**config.mk**
```make
export PLATFORM = sky130hd
export DESIGN_NAME = i2c_master_byte_engine_flat
export DESIGN_NICKNAME = d
export VERILOG_FILES = /design/src/rtl/core/i2cm_pkg.sv /design/src/rtl/core/i2cm_if.sv /design/src/rtl/core/i2c_master_byte_engine.sv /design/src/flat_wrapper.sv
export SDC_FILE = /design/constraint.sdc
export NUM_CORES = 1
export LEC_CHECK = 0
export ABC_AREA = 1
export BUFFER_PORTS_ARGS = -buffer_cell sky130_fd_sc_hd__buf_2
export CORE_ASPECT_RATIO = 0.75
export CORE_MARGIN = 1.5
export CORE_UTILIZATION = 30
export DETAILED_ROUTE_END_ITERATION = 10
export GPL_TIMING_DRIVEN = 0
export PLACE_DENSITY = 0.5
export SKIP_CTS_REPAIR_TIMING = 1
export SLEW_MARGIN = 20
export SYNTH_ARGS = -nofsm -noshare
export SYNTH_HDL_FRONTEND = slang
export SYNTH_SLANG_ARGS = --single-unit
```
**constraint.sdc**
```tcl
create_clock -name clk -period 4.1 [get_ports clk]
set_clock_uncertainty 0.05 [all_clocks]
set_input_delay 0 -clock clk [delete_from_list [all_inputs] [get_ports clk]]
set_output_delay 0 -clock clk [all_outputs]
set_load 0.01 [all_outputs]
```
**src/rtl/core/i2cm_pkg.sv**
```systemverilog
// Types and constants of the I2C master byte engine.
package i2cm_pkg;

    // Bus phases, one-hot
    typedef enum logic [10:0] {
        PH_IDLE  = 11'b000_0000_0001,
        PH_ST1   = 11'b000_0000_0010,
        PH_ST2   = 11'b000_0000_0100,
        PH_ST3   = 11'b000_0000_1000,
        PH_ST4   = 11'b000_0001_0000,
        PH_BSET  = 11'b000_0010_0000,
        PH_BHIGH = 11'b000_0100_0000,
        PH_BLOW  = 11'b000_1000_0000,
        PH_SP1   = 11'b001_0000_0000,
        PH_SP2   = 11'b010_0000_0000,
        PH_SP3   = 11'b100_0000_0000
    } phase_t;

    // Command codes
    localparam logic [1:0] ACT_TICK = 2'd0;
    localparam logic [1:0] ACT_TX   = 2'd1;
    localparam logic [1:0] ACT_RX   = 2'd2;

    // Operation flag bit positions
    localparam int FL_STOP = 0;
    localparam int FL_RX   = 1;
    localparam int FL_ACK  = 2;
    localparam int FL_SEEN = 3;

    // Line drive bit positions
    localparam int DRV_SCL = 0;
    localparam int DRV_SDA = 1;

    localparam logic [3:0]  DATA_BITS         = 4'd8;
    localparam logic [15:0] PHASE_TICKS_RESET = 16'd100;

    // Delay length; zero acts as one
    function automatic logic [15:0] ticks_of(input logic [15:0] pt);
        return (pt == 16'd0) ? 16'd1 : pt;
    endfunction

endpackage

```
**src/rtl/core/i2cm_if.sv**
```systemverilog
// Command and result channel interfaces of the I2C master byte engine.
interface i2cm_cmd_if;
    logic       valid;
    logic       ready;
    logic [1:0] action;
    logic [7:0] tx_data;
    logic       send_start;
    logic       send_stop;
    logic       ack_to_send;
    logic       scl_in;
    logic       sda_in;

    modport source (
        output valid, action, tx_data, send_start, send_stop, ack_to_send, scl_in, sda_in,
        input  ready
    );
    modport sink (
        input  valid, action, tx_data, send_start, send_stop, ack_to_send, scl_in, sda_in,
        output ready
    );
endinterface

interface i2cm_res_if;
    logic       valid;
    logic       ready;
    logic       scl_drive_low;
    logic       sda_drive_low;
    logic       busy_res;
    logic       done_res;
    logic [7:0] rx_data;
    logic       nack_seen;
    logic       cmd_rejected;

    modport source (
        output valid, scl_drive_low, sda_drive_low, busy_res, done_res, rx_data,
               nack_seen, cmd_rejected,
        input  ready
    );
    modport sink (
        input  valid, scl_drive_low, sda_drive_low, busy_res, done_res, rx_data,
               nack_seen, cmd_rejected,
        output ready
    );
endinterface

```
**src/rtl/core/i2c_master_byte_engine.sv**
```systemverilog
// Top level of the open-drain I2C master byte engine.
//
//   channel   | dir | payload                                          | handshake
//   ----------+-----+--------------------------------------------------+------------
//   cmd_bus   | in  | action tx_data send_start send_stop ack_to_send  | valid/ready
//             |     | scl_in sda_in                                    |
//   res_bus   | out | scl_drive_low sda_drive_low busy_res done_res    | valid/ready
//             |     | rx_data nack_seen cmd_rejected                   |
//   cfg       | in  | cfg_wdata (phase_ticks)                          | cfg_we
//
// One tick per cycle: each transfer on cmd_bus updates the sequencer state and
// loads one result into the output register, shown on res_bus the next cycle.
// cmd_bus is ready whenever the output register is empty or being drained.
// A stalled res_bus holds its result and stalls cmd_bus in the same cycle.
// Reset releases both lines, goes idle and sets phase_ticks to 100.
module i2c_master_byte_engine
    import i2cm_pkg::*;
(
    input  logic          clk,
    input  logic          rst_n,
    i2cm_cmd_if.sink      cmd_bus,
    i2cm_res_if.source    res_bus,
    input  logic          cfg_we,
    input  logic [15:0]   cfg_wdata
);

    // Sequencer state
    phase_t      phase_reg, phase_next;
    logic [3:0]  bit_count_reg, bit_count_next;
    logic [7:0]  shift_reg, shift_next;
    logic [15:0] delay_count_reg, delay_count_next;
    logic [3:0]  op_flags_reg, op_flags_next;
    logic [1:0]  line_drive_reg, line_drive_next;
    logic [15:0] phase_ticks_reg;

    // Output register
    logic        res_valid_reg;
    logic        scl_low_reg, sda_low_reg, busy_reg, done_reg, nack_reg, rej_reg;
    logic [7:0]  rx_data_reg;

    logic        take;
    logic        is_cmd;
    logic        enter;
    logic        finish;
    logic        done_now;
    logic        rej_now;
    logic        bit_val;
    logic [15:0] ticks;
    logic [15:0] delay_dec;
    phase_t      target;

    assign take    = cmd_bus.valid && cmd_bus.ready;
    assign is_cmd  = (cmd_bus.action == ACT_TX) || (cmd_bus.action == ACT_RX);
    assign ticks   = ticks_of(phase_ticks_reg);
    assign delay_dec = (delay_count_reg != 16'd0) ? delay_count_reg - 16'd1 : 16'd0;

    // Compute the next sequencer state for one tick
    always_comb
    begin
        phase_next       = phase_reg;
        bit_count_next   = bit_count_reg;
        shift_next       = shift_reg;
        delay_count_next = delay_count_reg;
        op_flags_next    = op_flags_reg;
        line_drive_next  = line_drive_reg;
        enter            = 1'b0;
        finish           = 1'b0;
        rej_now          = 1'b0;
        target           = PH_IDLE;
        bit_val          = 1'b1;

        if (phase_reg == PH_IDLE)
        begin
            // Start a command
            if (is_cmd)
            begin
                bit_count_next = 4'd0;
                enter          = 1'b1;
                if (cmd_bus.action == ACT_TX)
                begin
                    shift_next    = cmd_bus.tx_data;
                    op_flags_next = 4'd0;
                    op_flags_next[FL_STOP] = cmd_bus.send_stop;
                    target        = cmd_bus.send_start ? PH_ST1 : PH_BSET;
                end
                else
                begin
                    shift_next    = 8'd0;
                    op_flags_next = 4'd0;
                    op_flags_next[FL_RX]   = 1'b1;
                    op_flags_next[FL_STOP] = cmd_bus.send_stop;
                    op_flags_next[FL_ACK]  = cmd_bus.ack_to_send;
                    target        = PH_BSET;
                end
            end
        end
        else
        begin
            rej_now = is_cmd;
            if (((phase_reg == PH_BHIGH) || (phase_reg == PH_SP2)) && !op_flags_reg[FL_SEEN])
            begin
                // Wait for SCL high, then sample SDA
                if (cmd_bus.scl_in)
                begin
                    op_flags_next[FL_SEEN] = 1'b1;
                    delay_count_next       = ticks;
                    if (phase_reg == PH_BHIGH)
                    begin
                        if (bit_count_reg < DATA_BITS)
                        begin
                            if (op_flags_reg[FL_RX])
                                shift_next = {shift_reg[6:0], cmd_bus.sda_in};
                        end
                        else if (!op_flags_reg[FL_RX])
                        begin
                            op_flags_next[FL_ACK] = cmd_bus.sda_in;
                        end
                    end
                end
            end
            else
            begin
                // Count down the delay, advance when it runs out
                delay_count_next = delay_dec;
                if (delay_dec == 16'd0)
                begin
                    unique case (phase_reg)
                        PH_ST1:   begin target = PH_ST2;   enter = 1'b1; end
                        PH_ST2:   begin target = PH_ST3;   enter = 1'b1; end
                        PH_ST3:   begin target = PH_ST4;   enter = 1'b1; end
                        PH_ST4:   begin target = PH_BSET;  enter = 1'b1; end
                        PH_BSET:  begin target = PH_BHIGH; enter = 1'b1; end
                        PH_BHIGH: begin target = PH_BLOW;  enter = 1'b1; end
                        PH_BLOW:
                        begin
                            if (bit_count_reg < DATA_BITS)
                            begin
                                if (!op_flags_reg[FL_RX])
                                    shift_next = {shift_reg[6:0], 1'b0};
                                bit_count_next = bit_count_reg + 4'd1;
                                target         = PH_BSET;
                                enter          = 1'b1;
                            end
                            else if (op_flags_reg[FL_STOP])
                            begin
                                target = PH_SP1;
                                enter  = 1'b1;
                            end
                            else
                            begin
                                finish = 1'b1;
                            end
                        end
                        PH_SP1:   begin target = PH_SP2;   enter = 1'b1; end
                        PH_SP2:   begin target = PH_SP3;   enter = 1'b1; end
                        PH_SP3:   finish = 1'b1;
                        default:  finish = 1'b0;
                    endcase
                end
            end
        end

        // Drop back to idle on completion
        if (finish)
        begin
            phase_next       = PH_IDLE;
            delay_count_next = 16'd0;
        end

        // Enter the next phase and set its lines
        if (enter)
        begin
            phase_next       = target;
            delay_count_next = ticks;
            unique case (target)
                PH_ST1:   line_drive_next[DRV_SCL] = 1'b0;
                PH_ST2:   line_drive_next = 2'b00;
                PH_ST3:   line_drive_next[DRV_SDA] = 1'b1;
                PH_ST4:   line_drive_next[DRV_SCL] = 1'b1;
                PH_BSET:
                begin
                    if (bit_count_next < DATA_BITS)
                        bit_val = op_flags_next[FL_RX] ? 1'b1 : shift_next[7];
                    else
                        bit_val = op_flags_next[FL_RX] ? op_flags_next[FL_ACK] : 1'b1;
                    line_drive_next[DRV_SDA] = ~bit_val;
                end
                PH_BHIGH, PH_SP2:
                begin
                    line_drive_next[DRV_SCL] = 1'b0;
                    op_flags_next[FL_SEEN]   = 1'b0;
                    delay_count_next         = 16'd0;
                end
                PH_BLOW:  line_drive_next[DRV_SCL] = 1'b1;
                PH_SP1:   line_drive_next[DRV_SDA] = 1'b1;
                PH_SP3:   line_drive_next[DRV_SDA] = 1'b0;
                default:
                begin
                    phase_next       = PH_IDLE;
                    delay_count_next = 16'd0;
                end
            endcase
        end
    end

    assign done_now = finish;

    // Advance the sequencer on each transfer
    always_ff @(posedge clk or negedge rst_n)
    begin
        if (!rst_n)
        begin
            phase_reg       <= PH_IDLE;
            bit_count_reg   <= 4'd0;
            shift_reg       <= 8'd0;
            delay_count_reg <= 16'd0;
            op_flags_reg    <= 4'd0;
            line_drive_reg  <= 2'b00;
        end
        else if (take)
        begin
            phase_reg       <= phase_next;
            bit_count_reg   <= bit_count_next;
            shift_reg       <= shift_next;
            delay_count_reg <= delay_count_next;
            op_flags_reg    <= op_flags_next;
            line_drive_reg  <= line_drive_next;
        end
    end

    // Hold the delay setting
    always_ff @(posedge clk or negedge rst_n)
    begin
        if (!rst_n)
            phase_ticks_reg <= PHASE_TICKS_RESET;
        else if (cfg_we)
            phase_ticks_reg <= cfg_wdata;
    end

    // Output register valid flag
    always_ff @(posedge clk or negedge rst_n)
    begin
        if (!rst_n)
            res_valid_reg <= 1'b0;
        else if (take)
            res_valid_reg <= 1'b1;
        else if (res_bus.ready)
            res_valid_reg <= 1'b0;
    end

    // Load the result payload
    always_ff @(posedge clk)
    begin
        if (take)
        begin
            scl_low_reg <= line_drive_next[DRV_SCL];
            sda_low_reg <= line_drive_next[DRV_SDA];
            busy_reg    <= (phase_next != PH_IDLE);
            done_reg    <= done_now;
            rx_data_reg <= (done_now && op_flags_next[FL_RX]) ? shift_next : 8'd0;
            nack_reg    <= done_now && !op_flags_next[FL_RX] && op_flags_next[FL_ACK];
            rej_reg     <= rej_now;
        end
    end

    assign cmd_bus.ready         = !res_valid_reg || res_bus.ready;
    assign res_bus.valid         = res_valid_reg;
    assign res_bus.scl_drive_low = scl_low_reg;
    assign res_bus.sda_drive_low = sda_low_reg;
    assign res_bus.busy_res      = busy_reg;
    assign res_bus.done_res      = done_reg;
    assign res_bus.rx_data       = rx_data_reg;
    assign res_bus.nack_seen     = nack_reg;
    assign res_bus.cmd_rejected  = rej_reg;

endmodule

```
**src/flat_wrapper.sv**
```systemverilog
// flat-port wrapper written by rule: the top's interface ports become plain ports
module i2c_master_byte_engine_flat import i2cm_pkg::*;
  (clk, rst_n, cfg_we, cfg_wdata, cmd_bus_valid, cmd_bus_action, cmd_bus_tx_data, cmd_bus_send_start, cmd_bus_send_stop, cmd_bus_ack_to_send, cmd_bus_scl_in, cmd_bus_sda_in, cmd_bus_ready, res_bus_valid, res_bus_scl_drive_low, res_bus_sda_drive_low, res_bus_busy_res, res_bus_done_res, res_bus_rx_data, res_bus_nack_seen, res_bus_cmd_rejected, res_bus_ready);
  i2cm_cmd_if cmd_bus_i ();
  i2cm_res_if res_bus_i ();
  input  logic clk;
  input  logic rst_n;
  input  logic cfg_we;
  input  logic [15:0] cfg_wdata;
  input wire logic [$bits(cmd_bus_i.valid)-1:0] cmd_bus_valid;
  input wire logic [$bits(cmd_bus_i.action)-1:0] cmd_bus_action;
  input wire logic [$bits(cmd_bus_i.tx_data)-1:0] cmd_bus_tx_data;
  input wire logic [$bits(cmd_bus_i.send_start)-1:0] cmd_bus_send_start;
  input wire logic [$bits(cmd_bus_i.send_stop)-1:0] cmd_bus_send_stop;
  input wire logic [$bits(cmd_bus_i.ack_to_send)-1:0] cmd_bus_ack_to_send;
  input wire logic [$bits(cmd_bus_i.scl_in)-1:0] cmd_bus_scl_in;
  input wire logic [$bits(cmd_bus_i.sda_in)-1:0] cmd_bus_sda_in;
  output wire logic [$bits(cmd_bus_i.ready)-1:0] cmd_bus_ready;
  output wire logic [$bits(res_bus_i.valid)-1:0] res_bus_valid;
  output wire logic [$bits(res_bus_i.scl_drive_low)-1:0] res_bus_scl_drive_low;
  output wire logic [$bits(res_bus_i.sda_drive_low)-1:0] res_bus_sda_drive_low;
  output wire logic [$bits(res_bus_i.busy_res)-1:0] res_bus_busy_res;
  output wire logic [$bits(res_bus_i.done_res)-1:0] res_bus_done_res;
  output wire logic [$bits(res_bus_i.rx_data)-1:0] res_bus_rx_data;
  output wire logic [$bits(res_bus_i.nack_seen)-1:0] res_bus_nack_seen;
  output wire logic [$bits(res_bus_i.cmd_rejected)-1:0] res_bus_cmd_rejected;
  input wire logic [$bits(res_bus_i.ready)-1:0] res_bus_ready;
  assign cmd_bus_i.valid = cmd_bus_valid;
  assign cmd_bus_i.action = cmd_bus_action;
  assign cmd_bus_i.tx_data = cmd_bus_tx_data;
  assign cmd_bus_i.send_start = cmd_bus_send_start;
  assign cmd_bus_i.send_stop = cmd_bus_send_stop;
  assign cmd_bus_i.ack_to_send = cmd_bus_ack_to_send;
  assign cmd_bus_i.scl_in = cmd_bus_scl_in;
  assign cmd_bus_i.sda_in = cmd_bus_sda_in;
  assign cmd_bus_ready = cmd_bus_i.ready;
  assign res_bus_valid = res_bus_i.valid;
  assign res_bus_scl_drive_low = res_bus_i.scl_drive_low;
  assign res_bus_sda_drive_low = res_bus_i.sda_drive_low;
  assign res_bus_busy_res = res_bus_i.busy_res;
  assign res_bus_done_res = res_bus_i.done_res;
  assign res_bus_rx_data = res_bus_i.rx_data;
  assign res_bus_nack_seen = res_bus_i.nack_seen;
  assign res_bus_cmd_rejected = res_bus_i.cmd_rejected;
  assign res_bus_i.ready = res_bus_ready;
  i2c_master_byte_engine u_core (.clk(clk), .rst_n(rst_n), .cmd_bus(cmd_bus_i), .res_bus(res_bus_i), .cfg_we(cfg_we), .cfg_wdata(cfg_wdata));
endmodule
```
After elaboration in Yosys (flattened, before gate mapping)
Index checks and enable logic that the tools add are counted.
W data, S select, Z words.
{ "word_totals": {"reg_bits": 76, "latchBits": 0, "ram_bits": 0, "rom_bits": 0, "output_inout_bits": 16, "n_memories": 0} }
{ "classes": {"addsub": 2, "n_mul": 0, "div": 0, "magnitude_cmp": 2, "n_eq_ne": 26, "shift": 0, "muxes": 72, "bitwise_logic": 1, "n_reduce_logical": 25} }
{ "ops": {"columns": ["op", "count"], "rows": [
  ["$mux W16", 8],
  ["$mux W11", 9],
  ["$pmux W11 S9", 1],
  ["$mux W8", 12],
  ["$logic_not A16 Y1", 2],
  ["$mux W4", 7],
  ["$mux W1", 23],
  ["$eq A11 B10 Y1 const B", 2],
  ["$eq A11 B11 Y1 const B", 2],
  ["$eq A11 B2 Y1 const B", 2],
  ["$eq A11 B3 Y1 const B", 2],
  ["$eq A11 B4 Y1 const B", 2],
  ["$eq A11 B5 Y1 const B", 2],
  ["$eq A11 B6 Y1 const B", 2],
  ["$eq A11 B7 Y1 const B", 2],
  ["$eq A11 B8 Y1 const B", 2],
  ["$eq A11 B9 Y1 const B", 2],
  ["$reduce_bool A16 Y1", 1],
  ["$reduce_or A8 Y1", 2],
  ["$sub A16 B1 Y16 const B", 1],
  ["$eq A11 B1 Y1 const B", 1],
  ["$ne A11 B1 Y1 const B", 1],
  ["$mux W2", 5],
  ["$reduce_or A10 Y1", 1],
  ["19 further kinds", 34]
]} }

Logic depth before layout (Yosys ltp)
{ "depth": {"ltp_word": 13, "ltp_mapped": 21, "mapped_depth_nobuf": 21} }

Worst setup path after synthesis
No wires, ideal clock.
{ "synth_path": {"path_type": "reg-to-reg", "start": "reg u_core.delay_count_reg[0]", "end": "reg u_core.busy_reg, in the netlist u_core.res_bus.busy_res, data pin", "setup_time_ns": 0.267, "arrival_ns": 2.329, "path_slack_ns": 1.454, "stages_incl_launch_ff": 21, "n_path_buf": 1, "synth_period_minus_slack_ns": 2.646, "cell_sequence": "dfrtp_1 inv_1 ha_1 inv_1 nor2_1 nand2_1 nor2_2 nand2_4 nand3_1 nand2_1 nor2_2 nand2_2 nor2_8 nand2_2 nor2_4 nor2_4 buf_6 nand2_1 nand4_1 nor2_1 nand4_1"} }
{ "synth_lines": {"columns": ["item", "line_no", "source"], "rows": [
  ["start: declaration", "i2c_master_byte_engine.sv:31", "logic [15:0] delay_count_reg, delay_count_next;"],
  ["start signal: assignment", "i2c_master_byte_engine.sv:225", "delay_count_reg <= delay_count_next;"],
  ["$sub A16 B1 Y16 or $reduce_bool A16 Y1 (tied branches)", "i2c_master_byte_engine.sv:55", "assign delay_dec = (delay_count_reg != 16'd0) ? delay_count_reg - 16'd1 : 16'd0;"],
  ["$mux W16 (*)", "i2c_master_byte_engine.sv:55", null],
  ["$logic_not A16 Y1 (*)", "i2c_master_byte_engine.sv:125", "if (delay_dec == 16'd0)"],
  ["$mux W1 (*)", "i2c_master_byte_engine.sv:125", null],
  ["$mux W1 (*)", "i2c_master_byte_engine.sv:100", "if (((phase_reg == PH_BHIGH) || (phase_reg == PH_SP2)) && !op_flags_reg[FL_SEEN])"],
  ["$mux W1 (*)", "i2c_master_byte_engine.sv:72", "if (phase_reg == PH_IDLE)"],
  ["net u_core.done_now", "i2c_master_byte_engine.sv:45", "logic done_now;"],
  ["$mux W11 (*)", "i2c_master_byte_engine.sv:164", "if (finish)"],
  ["$mux W11 (*)", "i2c_master_byte_engine.sv:171", "if (enter)"],
  ["$ne A11 B1 Y1 (*)", "i2c_master_byte_engine.sv:258", "busy_reg <= (phase_next != PH_IDLE);"],
  ["end signal: assignment", "i2c_master_byte_engine.sv:258", null],
  ["end: declaration", "i2c_master_byte_engine.sv:38", "logic scl_low_reg, sda_low_reg, busy_reg, done_reg, nack_reg, rej_reg;"]
]} }
The timed path passes the listed nets; every way through them passes the cells marked *.
A chain may end at the register's enable or synchronous reset.

Worst setup path after layout
Same ends and word-level chain as after synthesis.

==> metrics.txt <==
status=finished with violations; violations in the final reports=negative hold slack; die area=18,200 um2; register area share after synthesis=37.88%; Nets=roughly 830; IR drop worst, VDD=~170 uV; Post-synth ARST share=81.58%; FILL cells=1,813; Yosys top cell area share=27.81%; number of DRC markers in iteration 0=329; # H-tree levels=3; Post-synth top cells=172 x nand2_1, 90 x inv_1, 85 x nor2_1; Mapped Avg Cell Area=around 7.4 um2; Port Buffers=50; core area=16,930 um2; clk_lat worst skew=approximately 0.36 ns; Setup violations, final=0; Initial Util=30.83%; GRT Util Overall=17.81%; EDFF count, synth=14; CTS tree=built; DRC viols=0; iteration count of the initial detailed-routing pass=7; largest net degree at the start of global routing=50; Power Density=459.0 nW/um2; simple-gate area share of the yosys netlist=a little over a third; cell count after synthesis=705; Cell Rows=41; Antenna Nets Post-Route=0; Max Cap Viol=0; antenna violations before repair=0; fin. max-slew vios=0; Max clock buf depth=2; I/O Pins=52; synth-to-layout area growth=20.62%; WL final=15.57 mm; largest cells by area after synthesis=dfrtp_1 28%, nand2_1 12%, edfxtp_1 8.1%; share of cells above drive strength 1=18.28%; clk slew on worst S/H paths=0.07 ns; critical path class=reg -> reg; Worst EP required=between 4 and 5 ns; Worst Setup End Kind=flop; vias in the first global route=4,447; routed vias/inst=4.884; Final GP Congestion=0.8983; min Tclk post-route=3.271 ns; slew margin rel.=41.10%; setup TNS=0 ns; main flop type after synthesis=dfrtp_1; Synth Cell Area=between 5000 and 6000 um2; Ys Warns=0; Leak Pwr=2.975 nW; Final Hold Fails=14; Worst Max-Slew Pin Slew=0.8743 ns; Yosys top cell by area=dfrtp_1; worst hold margin=-0.03932 ns; Compound-Gate Fraction of Synth Area=13.67%; # clock sinks=76; CP Max Fanout=10; mux contribution to synthesized area=1.702%; Peak Freq=between 300 and 400 MHz; Netlist cell types=45; fin util=37.18%; XOR/XNOR Fraction of Synth Area=0.3357%; Chip Height=117.2 um; Tcrit/Tclk final=between 70% and 80%; critical path arrival=3.31 ns; crit start category=flop; total congestion overflow=0; diodes inserted=0; RSZ-0062 raised after global routing=no; vias=4,923; syn nets=746; top-count cell post-synth=nand2_1; #FFs+latches synth=76; Cell Count, Final, Fillers Out=1,008; Synth Area in Adders=1.199%; Min-Delay Path Class=in -> reg; Die W=155.3 um; first-pass GRT wire length=roughly 25 mm; largest family of logic cells by synthesized area=simple AND/OR/NAND/NOR gates; Placed Cells=971; wire per inst=around 15 um; Root Driver=clkbuf_16; Detailed Place HPWL=11.79 mm; total CTS buffers=9
-- area by class of cell --
| class | count | area, um2 | share of cell area (%) |
|---|---|---|---|
| Timing Repair Buffer | 72 | 490.5 | 7.792 |
| Buffer | 18 | 148.9 | 2.365 |
| Tap cell | 215 | 269.0 | 4.274 |
| Inverter | 93 | 349.1 | 5.546 |
| Clock inverter | 6 | 76.32 | 1.212 |
| Sequential cell | 76 | 1977 | 31.41 |
| Multi-Input combinational cell | 518 | 2745 | 43.61 |
| Clock buffer | 10 | 239.0 | 3.796 |
-- final timing paths --
check | from | end | slack (ns) | cells past startpoint
setup / recovery | u_core.delay_count_reg[0] | u_core.res_bus.busy_res | 0.83 | 18
hold / removal | cmd_bus_tx_data[4] | u_core.shift_reg[4] | -0.04 | 3
setup reg to reg | u_core.delay_count_reg[0] | u_core.res_bus.busy_res | 0.83 | 18
hold reg to reg | u_core.line_drive_reg[1] | u_core.line_drive_reg[1] | 0.44 | 2
max in group asynchronous | rst_n | u_core.phase_reg[0] | 3.44 | 3
min in group asynchronous | rst_n | u_core.phase_ticks_reg[0] | -0.01 | 2
-- metal layers --
| layer | share of wire, % | up-vias | routed length (um) | GRT usage, % |
|---|---|---|---|---|
| met5 | 0 | - | 0 | 0 |
| met4 | 0.82 | 0 | 128 | 3.873 |
| met1 | 55 | 2292 | 8492 | 27.90 |
| met3 | 4.7 | 10 | 734 | 4.161 |
| li1 | - | 2513 | - | - |
| met2 | 40 | 108 | 6215 | 24.28 |
-- through the flow --
stage                     hold slack, ns  total power [W]  area, um2  setup WS, ns
after floorplan                  -0.3456         0.001736       5219         1.454
after global placement            0.1636         0.002011       5738        0.8606
after detailed placement         -0.1762         0.002011       5769        0.8713
after CTS                        -0.5640         0.002893       6085        0.8517
after global routing          0.00008132         0.003091       6295        0.5643
final                           -0.03932         0.002889       6295        0.8293
-- cells in the final DEF, fill, tap and decap left out, types with 3 or more instances in the layout --
| cell type | n |
|---|---|
| ha_1 | 5 |
| nand3_2 | 14 |
| o211ai_1 | 19 |
| a31oi_1 | 23 |
| nor3_1 | 10 |
| clkbuf_1 | 8 |
| dfstp_2 | 4 |
| buf_6 | 3 |
| dlygate4sd3_1 | 21 |
| nor2_2 | 10 |
| nand3_1 | 47 |
| inv_1 | 90 |
| a21oi_1 | 17 |
| nand2_2 | 11 |
| nand4_1 | 13 |
| clkbuf_16 | 9 |
| mux2_2 | 7 |
| nand2_4 | 6 |
| nor2_1 | 85 |
| nor2_4 | 9 |
| dfrtp_1 | 58 |
| o21bai_1 | 3 |
| a221oi_1 | 4 |
| buf_2 | 50 |
| o21ai_0 | 42 |
| edfxtp_1 | 14 |
| nand2_1 | 172 |
| clkbuf_8 | 5 |
-- logic make-up (layout without fill, tap and decap cells) --
logic type                 after synthesis  in the layout
and+or+nand+nor                        385            385
DFF                                     76             76
adders and majority gates                5              5
AOI/OAI and AO/OA                      118            118
xor gates and xnor gates                 2              2
muxes                                    8              8
buffers and inverters                  111            199
-- critical path: stages, from the launching register on --
cell	delay [ns]
dfrtp_1	0.40
inv_1	0.18
ha_1	0.29
nand2_2	0.13
nor2_2	0.18
nand2_1	0.09
nand3_2	0.14
nand2_1	0.08
nor2_2	0.17
nand3_4	0.11
nor2_8	0.20
nand2_2	0.09
nor2_4	0.17
nor2_4	0.10
buf_6	0.16
nand2_1	0.06
nand4_1	0.16
nor2_1	0.14
nand4_1	0.09
-- power by group --
part | total, W | internal [W] | leakage [nW] | switching [W]
sequential | 0.00112 | 0.000930 | 0.845 | 0.000188
combinational | 0.000908 | 0.000336 | 1.97 | 0.000571
clock | 0.000863 | 0.000502 | 0.158 | 0.000361
total | 0.00289 | 0.00177 | 2.98 | 0.00112
Power figures use the tool's default switching activity.
